**config.mk**
```make
export PLATFORM = sky130hd
export DESIGN_NAME = shell_token_scanner
export DESIGN_NICKNAME = d
export VERILOG_FILES = /design/src/design/stk_pkg.sv /design/src/design/stk_front.sv /design/src/design/stk_queue.sv /design/src/design/stk_back.sv /design/src/design/shell_token_scanner.sv
export SDC_FILE = /design/constraint.sdc
export NUM_CORES = 1
export LEC_CHECK = 0
export BUFFER_PORTS_ARGS = -buffer_cell sky130_fd_sc_hd__buf_2
export CORE_MARGIN = 2
export CORE_UTILIZATION = 40
export DETAILED_ROUTE_END_ITERATION = 10
export PLACE_DENSITY = 0.58
export SLEW_MARGIN = 20
export SYNTH_ARGS = -nofsm -noshare
export SYNTH_HDL_FRONTEND = slang
export SYNTH_SLANG_ARGS = --single-unit
```
**constraint.sdc**
```tcl
create_clock -name clk -period 5.9 [get_ports clk]
set_clock_uncertainty 0.05 [all_clocks]
set_input_delay 0.295 -clock clk [delete_from_list [all_inputs] [get_ports clk]]
set_output_delay 0.295 -clock clk [all_outputs]
set_load 0.03 [all_outputs]
```
**src/design/stk_pkg.sv**
```systemverilog
// ----------------------------------------------------------------------------
// stk_pkg
// Shared types, character codes and helpers for the shell token scanner.
// ----------------------------------------------------------------------------
`default_nettype none

package stk_pkg;

  localparam int unsigned MaxRes   = 4;
  localparam int unsigned ResIdxW  = $clog2(MaxRes);
  localparam int unsigned ResCntW  = $clog2(MaxRes + 1);

  localparam logic [7:0] ChOne     = 8'h31;  // '1'
  localparam logic [7:0] ChTwo     = 8'h32;  // '2'
  localparam logic [7:0] ChGt      = 8'h3E;  // '>'
  localparam logic [7:0] ChLt      = 8'h3C;  // '<'
  localparam logic [7:0] ChBslash  = 8'h5C;  // backslash
  localparam logic [7:0] ChSquote  = 8'h27;  // single quote
  localparam logic [7:0] ChDquote  = 8'h22;  // double quote
  localparam logic [7:0] ChSpace   = 8'h20;
  localparam logic [7:0] ChTab     = 8'h09;
  localparam logic [7:0] ChCr      = 8'h0D;

  localparam logic KindChar = 1'b0;
  localparam logic KindEnd  = 1'b1;

  typedef enum logic [2:0] {
    QM_NONE   = 3'b001,
    QM_SINGLE = 3'b010,
    QM_DOUBLE = 3'b100
  } quote_t;

  typedef enum logic [2:0] {
    PEND_NONE  = 3'b001,
    PEND_DIGIT = 3'b010,
    PEND_OP    = 3'b100
  } pend_t;

  typedef struct packed {
    logic       kind;
    logic [7:0] ch;
    logic       op;
  } res_t;

  // All results caused by one input item.
  typedef struct packed {
    logic [ResCntW-1:0]     cnt;
    res_t [MaxRes-1:0]      ent;
  } res_list_t;

  // Append one result; extra results beyond the list size are dropped.
  function automatic res_list_t push(res_list_t l, logic kind, logic [7:0] ch, logic op);
    res_list_t r;
    r = l;
    if (l.cnt < ResCntW'(MaxRes)) begin
      r.ent[l.cnt[ResIdxW-1:0]].kind = kind;
      r.ent[l.cnt[ResIdxW-1:0]].ch   = ch;
      r.ent[l.cnt[ResIdxW-1:0]].op   = op;
      r.cnt = l.cnt + ResCntW'(1);
    end
    return r;
  endfunction

endpackage

`default_nettype wire

```
**src/design/stk_front.sv**
```systemverilog
// ----------------------------------------------------------------------------
// stk_front
// Classifies each command byte against the scanner state and forms the
// list of results it causes.
// ----------------------------------------------------------------------------
`default_nettype none

module stk_front (
  input  wire logic                  clk,
  input  wire logic                  rst_n,
  input  wire logic                  in_valid,
  input  wire logic [7:0]            in_char,
  input  wire logic                  in_last,
  input  wire logic                  q_ready,
  output logic                       push_valid,
  output stk_pkg::res_list_t         push_list
);
  import stk_pkg::*;

  quote_t     quote_r, quote_nxt;
  logic       esc_r, esc_nxt;
  pend_t      pend_r, pend_nxt;
  logic [7:0] digit_r, digit_nxt;
  logic       open_r, open_nxt;
  logic       opop_r, opop_nxt;
  res_list_t  list;
  logic       accept;

  assign accept = in_valid && q_ready;

  always_comb begin
    logic done;
    logic c_quoted;
    done      = 1'b0;
    quote_nxt = quote_r;
    esc_nxt   = esc_r;
    pend_nxt  = pend_r;
    digit_nxt = digit_r;
    open_nxt  = open_r;
    opop_nxt  = opop_r;
    list      = '0;

    // Settle held lookahead against the raw byte.
    case (pend_r)
      PEND_DIGIT: begin
        pend_nxt = PEND_NONE;
        if (in_char == ChGt || in_char == ChLt) begin
          if (open_nxt) begin
            list = push(list, KindEnd, 8'h00, opop_nxt);
          end
          list     = push(list, KindChar, digit_r, 1'b1);
          list     = push(list, KindChar, in_char, 1'b1);
          open_nxt = 1'b1;
          opop_nxt = 1'b1;
          pend_nxt = PEND_OP;
          done     = 1'b1;
        end else begin
          list     = push(list, KindChar, digit_r, 1'b0);
          open_nxt = 1'b1;
          opop_nxt = 1'b0;
        end
      end
      PEND_OP: begin
        pend_nxt = PEND_NONE;
        if (in_char == ChGt) begin
          list = push(list, KindChar, in_char, 1'b1);
          list = push(list, KindEnd, 8'h00, 1'b1);
          done = 1'b1;
        end else if (open_nxt) begin
          list = push(list, KindEnd, 8'h00, opop_nxt);
        end
        if (in_char == ChGt || open_nxt) begin
          open_nxt = 1'b0;
          opop_nxt = 1'b0;
        end
      end
      default: pend_nxt = PEND_NONE;
    endcase

    c_quoted = (quote_r != QM_NONE);

    if (!done) begin
      if (esc_r) begin
        esc_nxt  = 1'b0;
        list     = push(list, KindChar, in_char, 1'b0);
        open_nxt = 1'b1;
        opop_nxt = 1'b0;
      end else if (in_char == ChBslash) begin
        esc_nxt = 1'b1;
      end else if (in_char == ChSquote && quote_r != QM_DOUBLE) begin
        quote_nxt = (quote_r == QM_SINGLE) ? QM_NONE : QM_SINGLE;
      end else if (in_char == ChDquote && quote_r != QM_SINGLE) begin
        quote_nxt = (quote_r == QM_DOUBLE) ? QM_NONE : QM_DOUBLE;
      end else if (!c_quoted) begin
        if (in_char inside {[ChTab:ChCr], ChSpace}) begin
          if (open_nxt) begin
            list = push(list, KindEnd, 8'h00, opop_nxt);
          end
          open_nxt = 1'b0;
          opop_nxt = 1'b0;
        end else if (in_char == ChGt || in_char == ChLt) begin
          if (open_nxt) begin
            list = push(list, KindEnd, 8'h00, opop_nxt);
          end
          list     = push(list, KindChar, in_char, 1'b1);
          open_nxt = 1'b1;
          opop_nxt = 1'b1;
          pend_nxt = PEND_OP;
        end else if (in_char == ChOne || in_char == ChTwo) begin
          pend_nxt  = PEND_DIGIT;
          digit_nxt = in_char;
        end else begin
          list     = push(list, KindChar, in_char, 1'b0);
          open_nxt = 1'b1;
          opop_nxt = 1'b0;
        end
      end else begin
        list     = push(list, KindChar, in_char, 1'b0);
        open_nxt = 1'b1;
        opop_nxt = 1'b0;
      end
    end

    // End of command: flush a held digit, close the token, reset.
    if (in_last) begin
      if (pend_nxt == PEND_DIGIT) begin
        list     = push(list, KindChar, digit_nxt, 1'b0);
        open_nxt = 1'b1;
        opop_nxt = 1'b0;
      end
      if (open_nxt) begin
        list = push(list, KindEnd, 8'h00, opop_nxt);
      end
      quote_nxt = QM_NONE;
      esc_nxt   = 1'b0;
      pend_nxt  = PEND_NONE;
      digit_nxt = 8'h00;
      open_nxt  = 1'b0;
      opop_nxt  = 1'b0;
    end
  end

  always_ff @(posedge clk) begin
    if (!rst_n) begin
      quote_r <= QM_NONE;
      esc_r   <= 1'b0;
      pend_r  <= PEND_NONE;
      digit_r <= 8'h00;
      open_r  <= 1'b0;
      opop_r  <= 1'b0;
    end else if (accept) begin
      quote_r <= quote_nxt;
      esc_r   <= esc_nxt;
      pend_r  <= pend_nxt;
      digit_r <= digit_nxt;
      open_r  <= open_nxt;
      opop_r  <= opop_nxt;
    end
  end

  // Drop items that cause no result.
  assign push_valid = accept && (list.cnt != '0);
  assign push_list  = list;

endmodule

`default_nettype wire

```
**src/design/stk_queue.sv**
```systemverilog
// ----------------------------------------------------------------------------
// stk_queue
// Two-entry queue of result lists between the classifier and the emitter.
// ----------------------------------------------------------------------------
`default_nettype none

module stk_queue (
  input  wire logic                  clk,
  input  wire logic                  rst_n,
  input  wire logic                  push_valid,
  input  wire stk_pkg::res_list_t    push_list,
  output logic                       q_ready,
  output logic                       q_valid,
  output stk_pkg::res_list_t         q_head,
  input  wire logic                  pop
);
  import stk_pkg::*;

  res_list_t  mem [2];
  logic       wptr_r, wptr_nxt;
  logic       rptr_r, rptr_nxt;
  logic [1:0] cnt_r, cnt_nxt;
  logic       do_push, do_pop;

  assign q_ready = (cnt_r != 2'd2);
  assign q_valid = (cnt_r != 2'd0);
  assign q_head  = mem[rptr_r];
  assign do_push = push_valid && q_ready;
  assign do_pop  = pop && q_valid;

  always_comb begin
    wptr_nxt = do_push ? ~wptr_r : wptr_r;
    rptr_nxt = do_pop ? ~rptr_r : rptr_r;
    cnt_nxt  = cnt_r + 2'(do_push) - 2'(do_pop);
  end

  always_ff @(posedge clk) begin
    if (do_push) begin
      mem[wptr_r] <= push_list;
    end
  end

  always_ff @(posedge clk) begin
    if (!rst_n) begin
      wptr_r <= 1'b0;
      rptr_r <= 1'b0;
      cnt_r  <= 2'd0;
    end else begin
      wptr_r <= wptr_nxt;
      rptr_r <= rptr_nxt;
      cnt_r  <= cnt_nxt;
    end
  end

endmodule

`default_nettype wire

```
**src/design/stk_back.sv**
```systemverilog
// ----------------------------------------------------------------------------
// stk_back
// Emits the queued result lists one result per handshake.
// ----------------------------------------------------------------------------
`default_nettype none

module stk_back (
  input  wire logic                  clk,
  input  wire logic                  rst_n,
  input  wire logic                  q_valid,
  input  wire stk_pkg::res_list_t    q_head,
  output logic                       pop,
  output logic                       out_valid,
  input  wire logic                  out_ready,
  output logic                       out_kind,
  output logic [7:0]                 out_char,
  output logic                       out_op,
  output logic                       out_last
);
  import stk_pkg::*;

  logic [ResIdxW-1:0]  idx_r, idx_nxt;
  logic [ResCntW-1:0]  last_pos;
  logic                fire;

  assign last_pos  = q_head.cnt - ResCntW'(1);
  assign out_valid = q_valid;
  assign out_kind  = q_head.ent[idx_r].kind;
  assign out_char  = q_head.ent[idx_r].ch;
  assign out_op    = q_head.ent[idx_r].op;
  assign out_last  = (idx_r == last_pos[ResIdxW-1:0]);
  assign fire      = out_valid && out_ready;
  assign pop       = fire && out_last;

  always_comb begin
    idx_nxt = idx_r;
    if (fire) begin
      idx_nxt = out_last ? '0 : idx_r + ResIdxW'(1);
    end
  end

  always_ff @(posedge clk) begin
    if (!rst_n) begin
      idx_r <= '0;
    end else begin
      idx_r <= idx_nxt;
    end
  end

endmodule

`default_nettype wire

```
**src/design/shell_token_scanner.sv**
```systemverilog
// A result appears in the cycle after its byte is accepted, when the queue was empty.
// Throughput: 1 byte per cycle at the input while the queue has room; the output drains
//   1 result per cycle while out_tready is high, so a byte causing k results takes k handshakes (k = 0..4).
// A two-entry queue of result lists lets the input run ahead of output stalls.
// Reset (rst_n low, synchronous): scanner state returns to unquoted with nothing
//   pending, and the queue and the output position empty.
// ----------------------------------------------------------------------------
// shell_token_scanner
// Streaming tokenizer for one shell command: bytes in, token characters and
// token-end markers out, with quoting, escapes and redirection operators.
// ----------------------------------------------------------------------------
`default_nettype none

module shell_token_scanner (
  input  wire logic        clk,
  input  wire logic        rst_n,
  input  wire logic        in_tvalid,
  output logic             in_tready,
  input  wire logic [7:0]  in_tdata,   // [7:0] char_value
  input  wire logic        in_tlast,   // end_of_command
  output logic             out_tvalid,
  input  wire logic        out_tready,
  output logic [15:0]      out_tdata,  // [7:0] token_char, [8] is_operator, zero above
  output logic             out_tuser,  // kind: 0 character, 1 end of token
  output logic             out_tlast   // last_of_run
);
  import stk_pkg::*;

  logic      push_valid;
  res_list_t push_list;
  logic      q_ready;
  logic      q_valid;
  res_list_t q_head;
  logic      pop;
  logic [7:0] tok_char;
  logic      tok_op;

  // Front: hold scanner state, classify each byte, build its result list.
  stk_front u_front (
    .clk        (clk),
    .rst_n      (rst_n),
    .in_valid   (in_tvalid),
    .in_char    (in_tdata),
    .in_last    (in_tlast),
    .q_ready    (q_ready),
    .push_valid (push_valid),
    .push_list  (push_list)
  );

  // Accept a byte whenever the queue has room; bytes without results
  // advance the state only.
  assign in_tready = q_ready;

  stk_queue u_queue (
    .clk        (clk),
    .rst_n      (rst_n),
    .push_valid (push_valid),
    .push_list  (push_list),
    .q_ready    (q_ready),
    .q_valid    (q_valid),
    .q_head     (q_head),
    .pop        (pop)
  );

  // Back: step through the head list, one result per output handshake.
  stk_back u_back (
    .clk       (clk),
    .rst_n     (rst_n),
    .q_valid   (q_valid),
    .q_head    (q_head),
    .pop       (pop),
    .out_valid (out_tvalid),
    .out_ready (out_tready),
    .out_kind  (out_tuser),
    .out_char  (tok_char),
    .out_op    (tok_op),
    .out_last  (out_tlast)
  );

  assign out_tdata = {7'b0, tok_op, tok_char};

endmodule

`default_nettype wire
```
==> impl_results.md <==
- Status: finished, final reports clean
- Routed vias/inst: 6.29
- First-pass DRT Iterations: 9
- Die Width: 135 um
- Power, Total: 2360 uW
- Core box area: 0.0166 sq mm
- Pwr per Cell Area: 313 mW/mm^2
- Register area share after synthesis: 43.9%
- Initial DRC count: 642
- Final min period: 5.54 ns
- Area of the multi-input gates: 0.00353 sq mm
- Ant diodes: 0
- Synth Instances: 670
- DRC: 0
- Clock buffer depth: 2
- CTS buffer count: 9
- Die area: 0.0181 sq mm
- Die height: 135 um
- Slew Limit Fails: 0
- CTS Hold Bufs: 0
- Vias in the first global route: 5398
- Mean Syn Cell Area: 10.2 sq um
- Synth Flop Type: edfxtp_1
- Period utilization: 93.9%
- Mapped Area: 0.00683 sq mm
- Setup violators final: 0
- Drt wl/cell: 24.2 um
- Worst skew pair latency: 0.36 ns
- Hold WC Path Type: in2reg
- Synth warn: 0
- Seq cells post-synth: 108
- Crit path launch type: register
- GP Congestion: 0.974
- Initial antenna violation count: 0
- Ratio of cells with drive above 1 in the final layout: 19.5%
- Reg area: 0.00300 sq mm
- Max-cap violations: 0
- Placed cell area: 0.00724 sq mm
- Post-CTS Setup Repair Bufs: 0
- Post-CTS Resized: 0
- Cell taking the most area after synthesis: edfxtp_1
- Layout area overhead: 10.4%
- Hold Fails Final Rpt: 0
- Grt total ovfl: 0
- Slowest-stage cell, CP: dfxtp_1
- Maximum vdd drop: 0.000172 V
- Final Core Density: 45.3%
- Tot GR Track Use: 24.9%
- Critical Path RT: 6.11 ns
- First-pass GRT wire length: 33500 um
- Number of routed nets with antenna violations: 0
- H-tree lvl count: 3
- Setup TNS: 0 ns
- Row count: 47
- Crit-path max FO: 9
- Dpl cells: 900
- # IOs: 33
- Leak: 0.00271 uW
- Final WL: 22200 um
- Max incr delay on CP: 0.50 ns
- Clock Pin Slew Worst Setup and Hold Paths: 0.08 ns
- CTS tree: built
- Clock sink count: 108
- Async SR Flop Fraction: 0%
- Fin area: 0.00755 sq mm
- CP delay by family, top: compound AO/OA/AOI/OAI gates
- Synth top area share: 36.9%
- Crit-path cells: or3b_1, a31oi_1, o22a_1, inv_1, ha_1, nand2_1, nand2_1, ha_1, nand4_1, and3b_1, a22oi_1, ha_1, a22o_1, a31oi_2, ha_1, inv_1, a211o_1, o211ai_1, and2_1, o31a_1, ha_1, xnor2_1, xnor2_1, and2_1
- Slew of the pin with the lowest slew margin: 0.882 ns
- Setup crit end kind: register
- Post-synth EDFFs: 84
- DR vias: 5759
- Nets: 722
- Largest net degree at the start of global routing: 43
- Post-detail-place hpwl: 16500 um
- Slew headroom: 41.2%
- CP bufs+invs: 2
- Critical Path AT: 5.75 ns
- Initial core utilization: 41.1%
- Final Non-Filler Cells: 916
- RSZ-0062 raised after global routing: no
- Root Buffer: clkbuf_16
- Synth unique cells: 86
- Setup Crit Path Kind: reg2reg
- CP most frequent cell: ha_1
- Largest cells by area after synthesis: edfxtp_1 37%, dfxtp_1 7.0%, mux4_2 6.6%, a21oi_1 4.1%, nand2_1 3.5%
- Port Buffers: 25
- F_max: 0.181 GHz
- Final-layout fill cell count: 1624
cell usage after synthesis, types with 5 or more instances:
master and instances:
o21a_1 5, o211ai_1 7, xnor2_1 5, and2_1 9
dfxtp_1 24, a21oi_1 56, nor2b_1 12, inv_1 19
a31oi_1 11, edfxtp_1 84, o22ai_1 8, mux2i_1 11
nor3b_1 5, ha_1 18, a21boi_0 5, clkbuf_1 27
mux4_2 20, o21ai_0 37, and3_1 18, buf_2 12
nor3_1 18, nand2_1 64, a22oi_1 8, mux2_2 12
nor2_1 48, nand3_1 9, buf_4 9
layout make-up:
type / instances / area share (%)
clock buffer: 9 / 2.98
tap: 220 / 3.65
inverter: 20 / 0.995
multi-input combinational: 496 / 46.8
sequential: 108 / 39.8
timing repair buffer: 56 / 4.84
clock inverter: 7 / 0.895
worst reg2reg max path, stage by stage (launching register included):
cell and delay, ns:
dfxtp_1 0.50, or3b_1 0.40, a31oi_1 0.26, o22a_1 0.34, inv_1 0.11, ha_1 0.34
nand2_1 0.07, nand2_1 0.09, ha_1 0.30, nand4_1 0.06, and3b_1 0.22, a22oi_1 0.25
ha_1 0.29, a22o_1 0.22, a31oi_2 0.26, ha_1 0.28, inv_1 0.06, a211o_1 0.09
o211ai_1 0.12, and2_1 0.23, o31a_1 0.30, ha_1 0.21, xnor2_1 0.13, xnor2_1 0.12
and2_1 0.15
through the flow:
stage	hold WS, ns	setup slack [ns]
global placement	0.438	0.381
CTS	0.259	0.258
finish	0.265	0.360
floorplan	0.408	0.452
detailed placement	0.449	0.276
global route	0.279	0.0111
registers in the layout, summed over array words and instances, names as in the netlist, named ones only:
name             flops
u_front.esc_r        1
u_front.open_r       1
u_front.digit_r      8
u_front.pend_r       3
u_back.idx_r         2
u_queue.cnt_r        2
u_queue.rptr_r       1
u_queue.wptr_r       1
u_front.opop_r       1
u_queue.mem         84
u_front.quote_r      3
worst paths after layout:
check / startpoint / end / slack, ns / cells past startpoint
setup / recovery: u_front.pend_r[2] / u_queue.cnt_r[1] / 0.36 / 24
hold / removal: rst_n / u_front.quote_r[0] / 0.27 / 2
setup reg to reg: u_front.pend_r[2] / u_queue.cnt_r[1] / 0.36 / 24
hold reg to reg: u_front.digit_r[7] / u_front.digit_r[7] / 0.46 / 1
layout by cell type, fill, tap and decap left out, types with 10 or more instances in the layout:
| cell type | synthesis | routed |
|---|---|---|
| inv_1 | 19 | 19 |
| a31oi_1 | 11 | 10 |
| buf_2 | 12 | 25 |
| mux2i_1 | 11 | 11 |
| nand2_1 | 64 | 64 |
| and3_1 | 18 | 18 |
| nor3_1 | 18 | 18 |
| nor2b_1 | 12 | 12 |
| nor2_1 | 48 | 48 |
| ha_1 | 18 | 18 |
| a21oi_1 | 56 | 56 |
| mux4_2 | 20 | 20 |
| mux2_2 | 12 | 12 |
| dfxtp_1 | 24 | 24 |
| edfxtp_1 | 84 | 84 |
| buf_4 | 9 | 29 |
| o21ai_0 | 37 | 37 |
where the power goes:
| group | internal [uW] | total, uW | switching [uW] |
|---|---|---|---|
| combinational | 272 | 714 | 443 |
| sequential | 995 | 1050 | 54.0 |
| clock | 297 | 599 | 302 |
| total | 1560 | 2360 | 799 |
per-layer routing:
metal	part of all wire, %	routed length, um	global-route usage, %
met5	0	0	0
met4	3.6	790	9.42
met3	5.7	1270	4.58
met2	47	10500	40.8
met1	43	9600	33.1
kinds of logic after synthesis:
logic type	share of synthesized area, %
other	0.0549
XOR/XNOR	0.897
flip-flops	43.9
AO/OA/AOI/OAI	19.4
multiplexers	10.2
buffers and inverters	4.78
adder cells (fa/ha/maj)	3.30
AND/OR/NAND/NOR	17.4
(Power assumes the default switching activity.)
